## config.mk

```make
export PLATFORM = sky130hd
export DESIGN_NAME = positional_list_engine_unit_flat
export DESIGN_NICKNAME = d
export VERILOG_FILES = /design/src/sv/ple_pkg.sv /design/src/sv/ple_req_if.sv /design/src/sv/ple_rsp_if.sv /design/src/sv/ple_ram.sv /design/src/sv/ple_ctrl.sv /design/src/sv/positional_list_engine_unit.sv /design/src/flat_wrapper.sv
export SDC_FILE = /design/constraint.sdc
export NUM_CORES = 2
export LEC_CHECK = 0
export BUFFER_PORTS_ARGS = -buffer_cell sky130_fd_sc_hd__buf_2
export CORE_MARGIN = 4
export CORE_UTILIZATION = 48
export DETAILED_ROUTE_END_ITERATION = 6
export MAX_ROUTING_LAYER = met4
export SYNTH_ARGS = -nofsm -noshare
export SYNTH_HDL_FRONTEND = slang
export SYNTH_SLANG_ARGS = --single-unit
```

## constraint.sdc

```tcl
create_clock -name clk -period 6.35 [get_ports clk]
set_clock_uncertainty 0.2 [all_clocks]
set_input_delay 0.3175 -clock clk [delete_from_list [all_inputs] [get_ports clk]]
set_output_delay 0.3175 -clock clk [all_outputs]
set_load 0.005 [all_outputs]
```

## src/sv/ple_pkg.sv

```systemverilog
// shared types and constants of the positional list engine
// no dependencies; every other file of the block but ple_ram imports it
package ple_pkg;

	localparam int CAPACITY_DEF = 64;

	localparam int KIND_W   = 3;
	localparam int POS_W    = 7;
	localparam int WORD_W   = 32;
	localparam int COUNT_W  = 7;
	localparam int STATUS_W = 2;

	typedef enum logic [KIND_W-1:0] {
		KIND_APPEND = 3'd0,
		KIND_INSERT = 3'd1,
		KIND_REMOVE = 3'd2,
		KIND_GET    = 3'd3,
		KIND_CLEAR  = 3'd4
	} kind_t;

	typedef enum logic [STATUS_W-1:0] {
		ST_OK   = 2'd0,
		ST_FULL = 2'd1,
		ST_BAD  = 2'd2
	} status_t;

	typedef struct packed {
		logic [WORD_W-1:0]  read_value;
		logic [COUNT_W-1:0] entry_count;
		status_t            status;
	} rsp_t;

endpackage

```

## src/sv/ple_req_if.sv

```systemverilog
// request channel of the positional list engine: valid/ready plus request word
// depends on ple_pkg
interface ple_req_if;
	import ple_pkg::*;

	logic              valid;
	logic              ready;
	logic [KIND_W-1:0] kind;
	logic [POS_W-1:0]  position;
	logic [WORD_W-1:0] value;

	modport source (output valid, kind, position, value, input ready);
	modport sink (input valid, kind, position, value, output ready);

endinterface

```

## src/sv/ple_rsp_if.sv

```systemverilog
// result channel of the positional list engine: valid/ready plus result word
// depends on ple_pkg
interface ple_rsp_if;
	import ple_pkg::*;

	logic                valid;
	logic                ready;
	logic [WORD_W-1:0]   read_value;
	logic [COUNT_W-1:0]  entry_count;
	logic [STATUS_W-1:0] status;

	modport source (output valid, read_value, entry_count, status, input ready);
	modport sink (input valid, read_value, entry_count, status, output ready);

endinterface

```

## src/sv/ple_ram.sv

```systemverilog
// generic single-port-write, single-port-read ram with registered read data
// no dependencies
module ple_ram #(
	parameter int WIDTH = 32,
	parameter int DEPTH = 64
) (
	input  logic                     clk,
	input  logic                     we,
	input  logic [$clog2(DEPTH)-1:0] waddr,
	input  logic [WIDTH-1:0]         wdata,
	input  logic                     re,
	input  logic [$clog2(DEPTH)-1:0] raddr,
	output logic [WIDTH-1:0]         rdata
);

	logic [WIDTH-1:0] mem_q [DEPTH];
	logic [WIDTH-1:0] rdata_q;

	always_ff @(posedge clk) begin
		if (we) begin
			mem_q[waddr] <= wdata;
		end
		if (re) begin
			rdata_q <= mem_q[raddr];
		end
	end

	assign rdata = rdata_q;

endmodule

```

## src/sv/ple_ctrl.sv

```systemverilog
// sequencer of the positional list engine: decodes a request, walks the list
// memory one entry per cycle for shifts and reads; uses ple_pkg, ple_req_if, ple_ram
module ple_ctrl #(
	parameter int CAPACITY = ple_pkg::CAPACITY_DEF
) (
	input  logic          clk,
	input  logic          arst_n,
	ple_req_if.sink       req,
	output logic          res_valid,
	output ple_pkg::rsp_t res,
	input  logic          res_take
);
	import ple_pkg::*;

	localparam int AW    = $clog2(CAPACITY);
	localparam int CW    = $clog2(CAPACITY + 1);
	localparam int CMP_W = (CW > POS_W) ? CW : POS_W;

	typedef enum logic [3:0] {
		S_IDLE = 4'b0001,
		S_SCAN = 4'b0010,
		S_PUT  = 4'b0100,
		S_DONE = 4'b1000
	} state_t;

	state_t            state_q;
	logic [CW-1:0]     count_q;
	logic [AW-1:0]     ptr_q;
	logic [AW-1:0]     end_q;
	logic [AW-1:0]     slot_q;
	logic              dir_up_q;
	logic              rd_act_q;
	logic              first_q;
	logic              dec_q;
	logic [WORD_W-1:0] val_q;
	logic [WORD_W-1:0] rdval_q;
	status_t           status_q;

	logic              pend_s1;
	logic              cap_s1;
	logic [AW-1:0]     wr_addr_s1;

	logic              accept;
	logic              full;
	logic              pos_zero;
	logic              pos_over;
	logic [AW-1:0]     tail;
	logic [AW-1:0]     pidx;

	status_t           d_status;
	logic              d_direct_wr;
	logic              d_scan;
	logic              d_dir_up;
	logic              d_dec;
	logic              d_clear;
	logic [AW-1:0]     d_start;
	logic [AW-1:0]     d_end;

	logic              mem_we;
	logic [AW-1:0]     mem_waddr;
	logic [WORD_W-1:0] mem_wdata;
	logic              mem_re;
	logic [WORD_W-1:0] mem_rdata;

	assign req.ready = (state_q == S_IDLE);
	assign accept    = req.valid && req.ready;

	assign full     = (count_q == CW'(CAPACITY));
	assign pos_zero = (req.position == '0);
	assign pos_over = (CMP_W'(req.position) > CMP_W'(count_q));
	assign tail     = AW'(count_q);
	assign pidx     = AW'(req.position - POS_W'(1));

	always_comb begin
		d_status    = ST_OK;
		d_direct_wr = 1'b0;
		d_scan      = 1'b0;
		d_dir_up    = 1'b0;
		d_dec       = 1'b0;
		d_clear     = 1'b0;
		d_start     = pidx;
		d_end       = pidx;
		case (req.kind)
			KIND_APPEND: begin
				if (full) begin
					d_status = ST_FULL;
				end else begin
					d_direct_wr = 1'b1;
				end
			end
			KIND_INSERT: begin
				if (full) begin
					d_status = ST_FULL;
				end else if (pos_zero) begin
					d_status = ST_BAD;
				end else if (pos_over) begin
					d_direct_wr = 1'b1;
				end else begin
					// move entries tail-1 down to the slot up by one, then put the word
					d_scan   = 1'b1;
					d_dir_up = 1'b1;
					d_start  = AW'(count_q - CW'(1));
					d_end    = pidx;
				end
			end
			KIND_REMOVE: begin
				if (pos_zero || pos_over) begin
					d_status = ST_BAD;
				end else begin
					// first read returns the word, the rest slide down by one
					d_scan  = 1'b1;
					d_dec   = 1'b1;
					d_start = pidx;
					d_end   = AW'(count_q - CW'(1));
				end
			end
			KIND_GET: begin
				if (pos_zero || pos_over) begin
					d_status = ST_BAD;
				end else begin
					d_scan = 1'b1;
				end
			end
			KIND_CLEAR: begin
				d_clear = 1'b1;
			end
			default: begin
				d_status = ST_BAD;
			end
		endcase
	end

	// memory port steering
	assign mem_re = (state_q == S_SCAN) && rd_act_q;

	always_comb begin
		mem_we    = 1'b0;
		mem_waddr = tail;
		mem_wdata = req.value;
		if (accept && d_direct_wr) begin
			mem_we = 1'b1;
		end else if ((state_q == S_SCAN) && pend_s1 && !cap_s1) begin
			mem_we    = 1'b1;
			mem_waddr = wr_addr_s1;
			mem_wdata = mem_rdata;
		end else if (state_q == S_PUT) begin
			mem_we    = 1'b1;
			mem_waddr = slot_q;
			mem_wdata = val_q;
		end
	end

	ple_ram #(
		.WIDTH(WORD_W),
		.DEPTH(CAPACITY)
	) u_store (
		.clk   (clk),
		.we    (mem_we),
		.waddr (mem_waddr),
		.wdata (mem_wdata),
		.re    (mem_re),
		.raddr (ptr_q),
		.rdata (mem_rdata)
	);

	always_ff @(posedge clk or negedge arst_n) begin
		if (!arst_n) begin
			state_q  <= S_IDLE;
			count_q  <= '0;
			rd_act_q <= 1'b0;
			pend_s1  <= 1'b0;
		end else begin
			pend_s1 <= (state_q == S_SCAN) && rd_act_q;
			case (state_q)
				S_IDLE: begin
					if (accept) begin
						rd_act_q <= d_scan;
						if (d_clear) begin
							count_q <= '0;
						end else if (d_direct_wr) begin
							count_q <= count_q + CW'(1);
						end
						state_q <= d_scan ? S_SCAN : S_DONE;
					end
				end
				S_SCAN: begin
					if (rd_act_q && (ptr_q == end_q)) begin
						rd_act_q <= 1'b0;
					end
					// last read data lands this cycle
					if (!rd_act_q && pend_s1) begin
						if (dec_q) begin
							count_q <= count_q - CW'(1);
						end
						state_q <= dir_up_q ? S_PUT : S_DONE;
					end
				end
				S_PUT: begin
					count_q <= count_q + CW'(1);
					state_q <= S_DONE;
				end
				S_DONE: begin
					if (res_take) begin
						state_q <= S_IDLE;
					end
				end
				default: begin
					state_q <= S_IDLE;
				end
			endcase
		end
	end

	always_ff @(posedge clk) begin
		if (accept) begin
			rdval_q  <= '0;
			status_q <= d_status;
			val_q    <= req.value;
			slot_q   <= pidx;
			ptr_q    <= d_start;
			end_q    <= d_end;
			dir_up_q <= d_dir_up;
			dec_q    <= d_dec;
			first_q  <= !d_dir_up;
		end
		if ((state_q == S_SCAN) && rd_act_q) begin
			cap_s1     <= first_q;
			first_q    <= 1'b0;
			wr_addr_s1 <= dir_up_q ? (ptr_q + AW'(1)) : (ptr_q - AW'(1));
			if (ptr_q != end_q) begin
				ptr_q <= dir_up_q ? (ptr_q - AW'(1)) : (ptr_q + AW'(1));
			end
		end
		if ((state_q == S_SCAN) && pend_s1 && cap_s1) begin
			rdval_q <= mem_rdata;
		end
	end

	assign res_valid       = (state_q == S_DONE);
	assign res.read_value  = rdval_q;
	assign res.entry_count = COUNT_W'(count_q);
	assign res.status      = status_q;

endmodule

```

## src/sv/positional_list_engine_unit.sv

```systemverilog
// Positional list engine: an ordered list of up to CAPACITY 32-bit words held in one
// synchronous memory, addressed by 1-based position, with append, insert, remove, get
// and clear requests and exactly one result word per request. One request is worked at
// a time and the memory port sets the pace: append, clear and every error skip the
// memory walk, get reads one entry, and insert or remove walk every entry behind the
// position. A result waits in an output register, so the next request is taken while
// it is still unread.
// depends on ple_pkg, ple_req_if, ple_rsp_if, ple_ctrl
module positional_list_engine_unit #(
	parameter int CAPACITY = ple_pkg::CAPACITY_DEF
) (
	input logic       clk,
	input logic       arst_n,
	ple_req_if.sink   req,
	ple_rsp_if.source rsp
);
	import ple_pkg::*;

	logic res_valid;
	rsp_t res;
	logic res_take;
	logic out_valid_q;
	rsp_t out_q;

	ple_ctrl #(
		.CAPACITY(CAPACITY)
	) u_ctrl (
		.clk       (clk),
		.arst_n    (arst_n),
		.req       (req),
		.res_valid (res_valid),
		.res       (res),
		.res_take  (res_take)
	);

	// output word register, refilled as it drains
	assign res_take = !out_valid_q || rsp.ready;

	always_ff @(posedge clk or negedge arst_n) begin
		if (!arst_n) begin
			out_valid_q <= 1'b0;
		end else if (res_valid && res_take) begin
			out_valid_q <= 1'b1;
		end else if (rsp.ready) begin
			out_valid_q <= 1'b0;
		end
	end

	always_ff @(posedge clk) begin
		if (res_valid && res_take) begin
			out_q <= res;
		end
	end

	assign rsp.valid       = out_valid_q;
	assign rsp.read_value  = out_q.read_value;
	assign rsp.entry_count = out_q.entry_count;
	assign rsp.status      = out_q.status;

endmodule
```

## src/flat_wrapper.sv

```systemverilog
// flat-port wrapper written by rule: the top's interface ports become plain ports
module positional_list_engine_unit_flat import ple_pkg::*;
#(
	parameter int CAPACITY = ple_pkg::CAPACITY_DEF
)
  (clk, arst_n, req_valid, req_kind, req_position, req_value, req_ready, rsp_valid, rsp_read_value, rsp_entry_count, rsp_status, rsp_ready);
  ple_req_if req_i ();
  ple_rsp_if rsp_i ();
  input logic clk;
  input logic arst_n;
  input wire logic [$bits(req_i.valid)-1:0] req_valid;
  input wire logic [$bits(req_i.kind)-1:0] req_kind;
  input wire logic [$bits(req_i.position)-1:0] req_position;
  input wire logic [$bits(req_i.value)-1:0] req_value;
  output wire logic [$bits(req_i.ready)-1:0] req_ready;
  output wire logic [$bits(rsp_i.valid)-1:0] rsp_valid;
  output wire logic [$bits(rsp_i.read_value)-1:0] rsp_read_value;
  output wire logic [$bits(rsp_i.entry_count)-1:0] rsp_entry_count;
  output wire logic [$bits(rsp_i.status)-1:0] rsp_status;
  input wire logic [$bits(rsp_i.ready)-1:0] rsp_ready;
  assign req_i.valid = req_valid;
  assign req_i.kind = req_kind;
  assign req_i.position = req_position;
  assign req_i.value = req_value;
  assign req_ready = req_i.ready;
  assign rsp_valid = rsp_i.valid;
  assign rsp_read_value = rsp_i.read_value;
  assign rsp_entry_count = rsp_i.entry_count;
  assign rsp_status = rsp_i.status;
  assign rsp_i.ready = rsp_ready;
  positional_list_engine_unit #(.CAPACITY(CAPACITY)) u_core (.clk(clk), .arst_n(arst_n), .req(req_i), .rsp(rsp_i));
endmodule
```

==> flow_summary.ini <==
[sta]
rsz0062_at_grt = false
hold_viol_final = 0
whs_ns = 0.0730
final_max_slew_viol_count = 0
maxSlewHeadroom_pct = 7.48
fin_crit_sh_pct = 70.3
fmax_ghz = 0.224
finalSetupViolCount = 0
tns_ns = 0
min_period_ns = 4.46
tightestPinTransition_ns = 1.39

[global_route]
grt_overflow = 0
grt_pass1_vias = 41300
grt_pass1_wl_microns = 312000
grt_max_degree = 82
grt_usage_pct = 24.4
antenna_found_initial = 7

[die]
chipWidth_microns = 430
dieHeight_microns = 430
initial_core_util_pct = 48.4
die_area_sq_um = 185000
coreArea_sq_um = 176000
pin_count = 89
rows = 154

[logic_synthesis]
synth_edf_count = 2208
avgSynthCellArea_sq_um = 21.9
syn-cell-area_sq_um = 85500
ys_types = 77
yosys-top-cells-area = edfxtp_1 (78%), mux4_2 (14%), a22oi_1 (1.3%), a22o_1 (0.50%), a221oi_1 (0.46%)
ys_warn_count = 0
synth_top_flop_cell = edfxtp_1
synth_cells = 3895
synthArstFlopShare_pct = 0.628
synth_seq_area_share_pct = 78.2
yosys.area.top_type = edfxtp_1
ys_ff_latch = 2229
mappedNetlistNets = 3954
netlist.area_leader.share_pct = 77.6

[finish]
area.growth.synth_to_final_pct = 14.3
mostFrequentLayoutCell = edfxtp_1
layout_common_cells = edfxtp_1 (2208), mux4_2 (513), clkbuf_16 (221)
fill_cells = 13300
nNetsFinal = 4281
drive_gt1_share_pct = 28.0
fin_cells = 6748

[routing]
ant_nets = 0
vias = 42200
drt_iter0_drc = 5913
viasPerCell = 6.26
drc_errors = 0
first_pass_iters = 5
wl_microns = 220000
wl_per_cell_microns = 32.6

[placed_design]
dp_hpwl_microns = 130000
io_buffer_count = 88
place_congestion = 0.900
place_inst = 6267

[clock_tree]
max-clock-path-buffers = 3
cts.sinks = 2229
cts_tree = yes
cts_resized = 0
root_buffer = clkbuf_16
cts-htree-levels = 4
path_clk_slew_ns = 0.06
cts_buffers = 214
clk_latency_ns = 0.83

[setup_path]
cp-end-kind = flip-flop
path_max_fanout = 39
r2r_cells = 8
r2r_setup_slack_ns = 1.89
critPathLaunchType = flip-flop
crit_required_ns = 6.59
setup.worst_path.class = reg -> reg
worst_r2r_endpoint = u_core.u_ctrl.u_store.mem_q[5][13]$_DFFE_PP_
critPathArrivalTime_ns = 4.70
rr_startpoint = u_core.u_ctrl.state_q[3]$_DFFE_PN0P_

[power]
peakVddDrop_mv = 0.237
pwr-share-seq_pct = 56.0
power.share.clock_pct = 42.5
switching_share_pct = 19.8
power_uw = 28800
internal_power_uw = 23100
power.density_nw_per_um2 = 295
leakage_uw = 0.0304
p_comb_share_pct = 1.5
power_switching_uw = 5700

[min_path]
min_to = u_core.u_ctrl.val_q[6]$_DFFE_PP_
hold_path_class = in -> reg
hold_path_depth = 2
min_from = req_value[6]

[status]
status = finished clean

[flow_run]
cap_violations = 0
==> area by class of cell <==
cell class	count	area, sq um	share of cell area, %
Antenna cell	3	7.51	0.00769
Tap cell	2340	2930	3.00
Clock buffer	267	5720	5.86
Clock inverter	132	1010	1.03
Multi-Input combinational cell	1425	18400	18.8
Sequential cell	2229	66800	68.4
Inverter	21	78.8	0.0807
Timing Repair Buffer	331	2710	2.77
==> repair_timing <==
item / in CTS / in global routing
setup buffers: 0 / 0
hold buffers: 79 / 0
hold endpoints to repair: 198 / 0
==> flip-flops by register name, indices dropped and copies added (netlist names), 2 cells and up <==
name	count
u_core.u_ctrl.state_q	4
u_core.u_ctrl.count_q	7
u_core.u_ctrl.wr_addr_s1	6
u_core.u_ctrl.u_store.rdata	32
u_core.u_ctrl.rdval_q	32
u_core.rsp.read_value	32
u_core.u_ctrl.ptr_q	6
u_core.u_ctrl.slot_q	6
u_core.u_ctrl.val_q	32
u_core.u_ctrl.status_q	2
u_core.rsp.entry_count	7
u_core.rsp.status	2
u_core.u_ctrl.u_store.mem_q	2048
u_core.u_ctrl.end_q	6
==> worst max-delay path, stage by stage, from the launching register on <==
cell	delay [ns]
dfrtp_1	0.51
nor4b_4	0.77
nand3b_4	0.34
buf_4	0.43
mux2_4	0.42
nor2_2	0.14
nand2_1	0.43
nor3_2	0.31
buf_4	0.47
==> how the worst max path moves through the flow <==
stage / from / end / cells past startpoint
detailed placement: u_core.u_ctrl.state_q[3]$_DFFE_PN0P_ / u_core.u_ctrl.u_store.mem_q[4][13]$_DFFE_PP_ / 8
CTS: u_core.u_ctrl.state_q[3]$_DFFE_PN0P_ / u_core.u_ctrl.u_store.mem_q[4][13]$_DFFE_PP_ / 8
floorplan: u_core.u_ctrl.state_q[0]$_DFFE_PN1P_ / u_core.u_ctrl.u_store.mem_q[58][0]$_DFFE_PP_ / 7
global route: u_core.u_ctrl.state_q[3]$_DFFE_PN0P_ / u_core.u_ctrl.u_store.mem_q[5][13]$_DFFE_PP_ / 8
finish: u_core.u_ctrl.state_q[3]$_DFFE_PN0P_ / u_core.u_ctrl.u_store.mem_q[5][13]$_DFFE_PP_ / 8
global placement: u_core.u_ctrl.state_q[3]$_DFFE_PN0P_ / u_core.u_ctrl.u_store.mem_q[38][27]$_DFFE_PP_ / 6
==> routing by layer <==
metal  wire length [microns]  vias up  GRT usage, %  share of wire [%]
li1                        -    17300             -                  -
met1                   95100    22600          37.0                 43
met2                   97300     2094          33.8                 44
met3                   22200      250          5.60                 10
met4                    5520        0          5.94                2.5
met5                       0        -             -                  0
==> kinds of logic (layout without fill, tap and decap cells) <==
family                     count (synthesis)  in the layout  synth area share, %
AOI/OAI and AO/OA                        444            444                 3.76
xor gates and xnor gates                  19             19                0.195
adders and majority gates                 13             13                0.190
buffers and inverters                    241            751                 1.34
DFF                                     2229           2229                 78.2
muxes                                    542            542                 13.9
other                                      0              3                    0
and+or+nand+nor                          407            407                 2.45
==> Yosys cell counts, drive strengths merged, types with 3 or more instances <==
cell,instances
mux2i,10
or4,3
nand2b,6
dfxtp,7
o221ai,23
or3,4
a22o,49
buf,121
a21oi,79
nor3,76
nand2,104
o22ai,12
or2,5
mux2,19
and3,8
a31oi,50
nand3b,4
xnor2,7
nor2,99
a221oi,45
nor2b,9
ha,13
clkbuf,99
edfxtp,2208
inv,19
xor2,12
and2,38
dfrtp,13
a22oi,144
mux4,513
o211ai,4
nor4b,6
o21ai,20
nand3,30
nand4,5
==> power groups by stage <==
| stage | combinational (uW) | sequential (uW) | clock, uW |
|---|---|---|---|
| detailed placement | 384 | 16500 | 0 |
| global placement | 368 | 16500 | 0 |
| global route | 445 | 16100 | 13100 |
| finish | 423 | 16200 | 12300 |
| CTS | 426 | 16100 | 12500 |
| floorplan | 126 | 16500 | 0 |
==> through the flow <==
step | setup slack (ns) | util (%) | cell area, sq um
2_1_floorplan | 1.01 | - | 85500
3_3_place_gp | 1.88 | 51.0 | 90100
3_5_place_dp | 1.93 | 51.1 | 90100
4_1_cts | 1.87 | 55.3 | 97600
5_1_grt | 1.71 | 55.3 | 97600
6_report | 1.89 | 55.3 | 97600
Power figures use the tool's default switching activity.
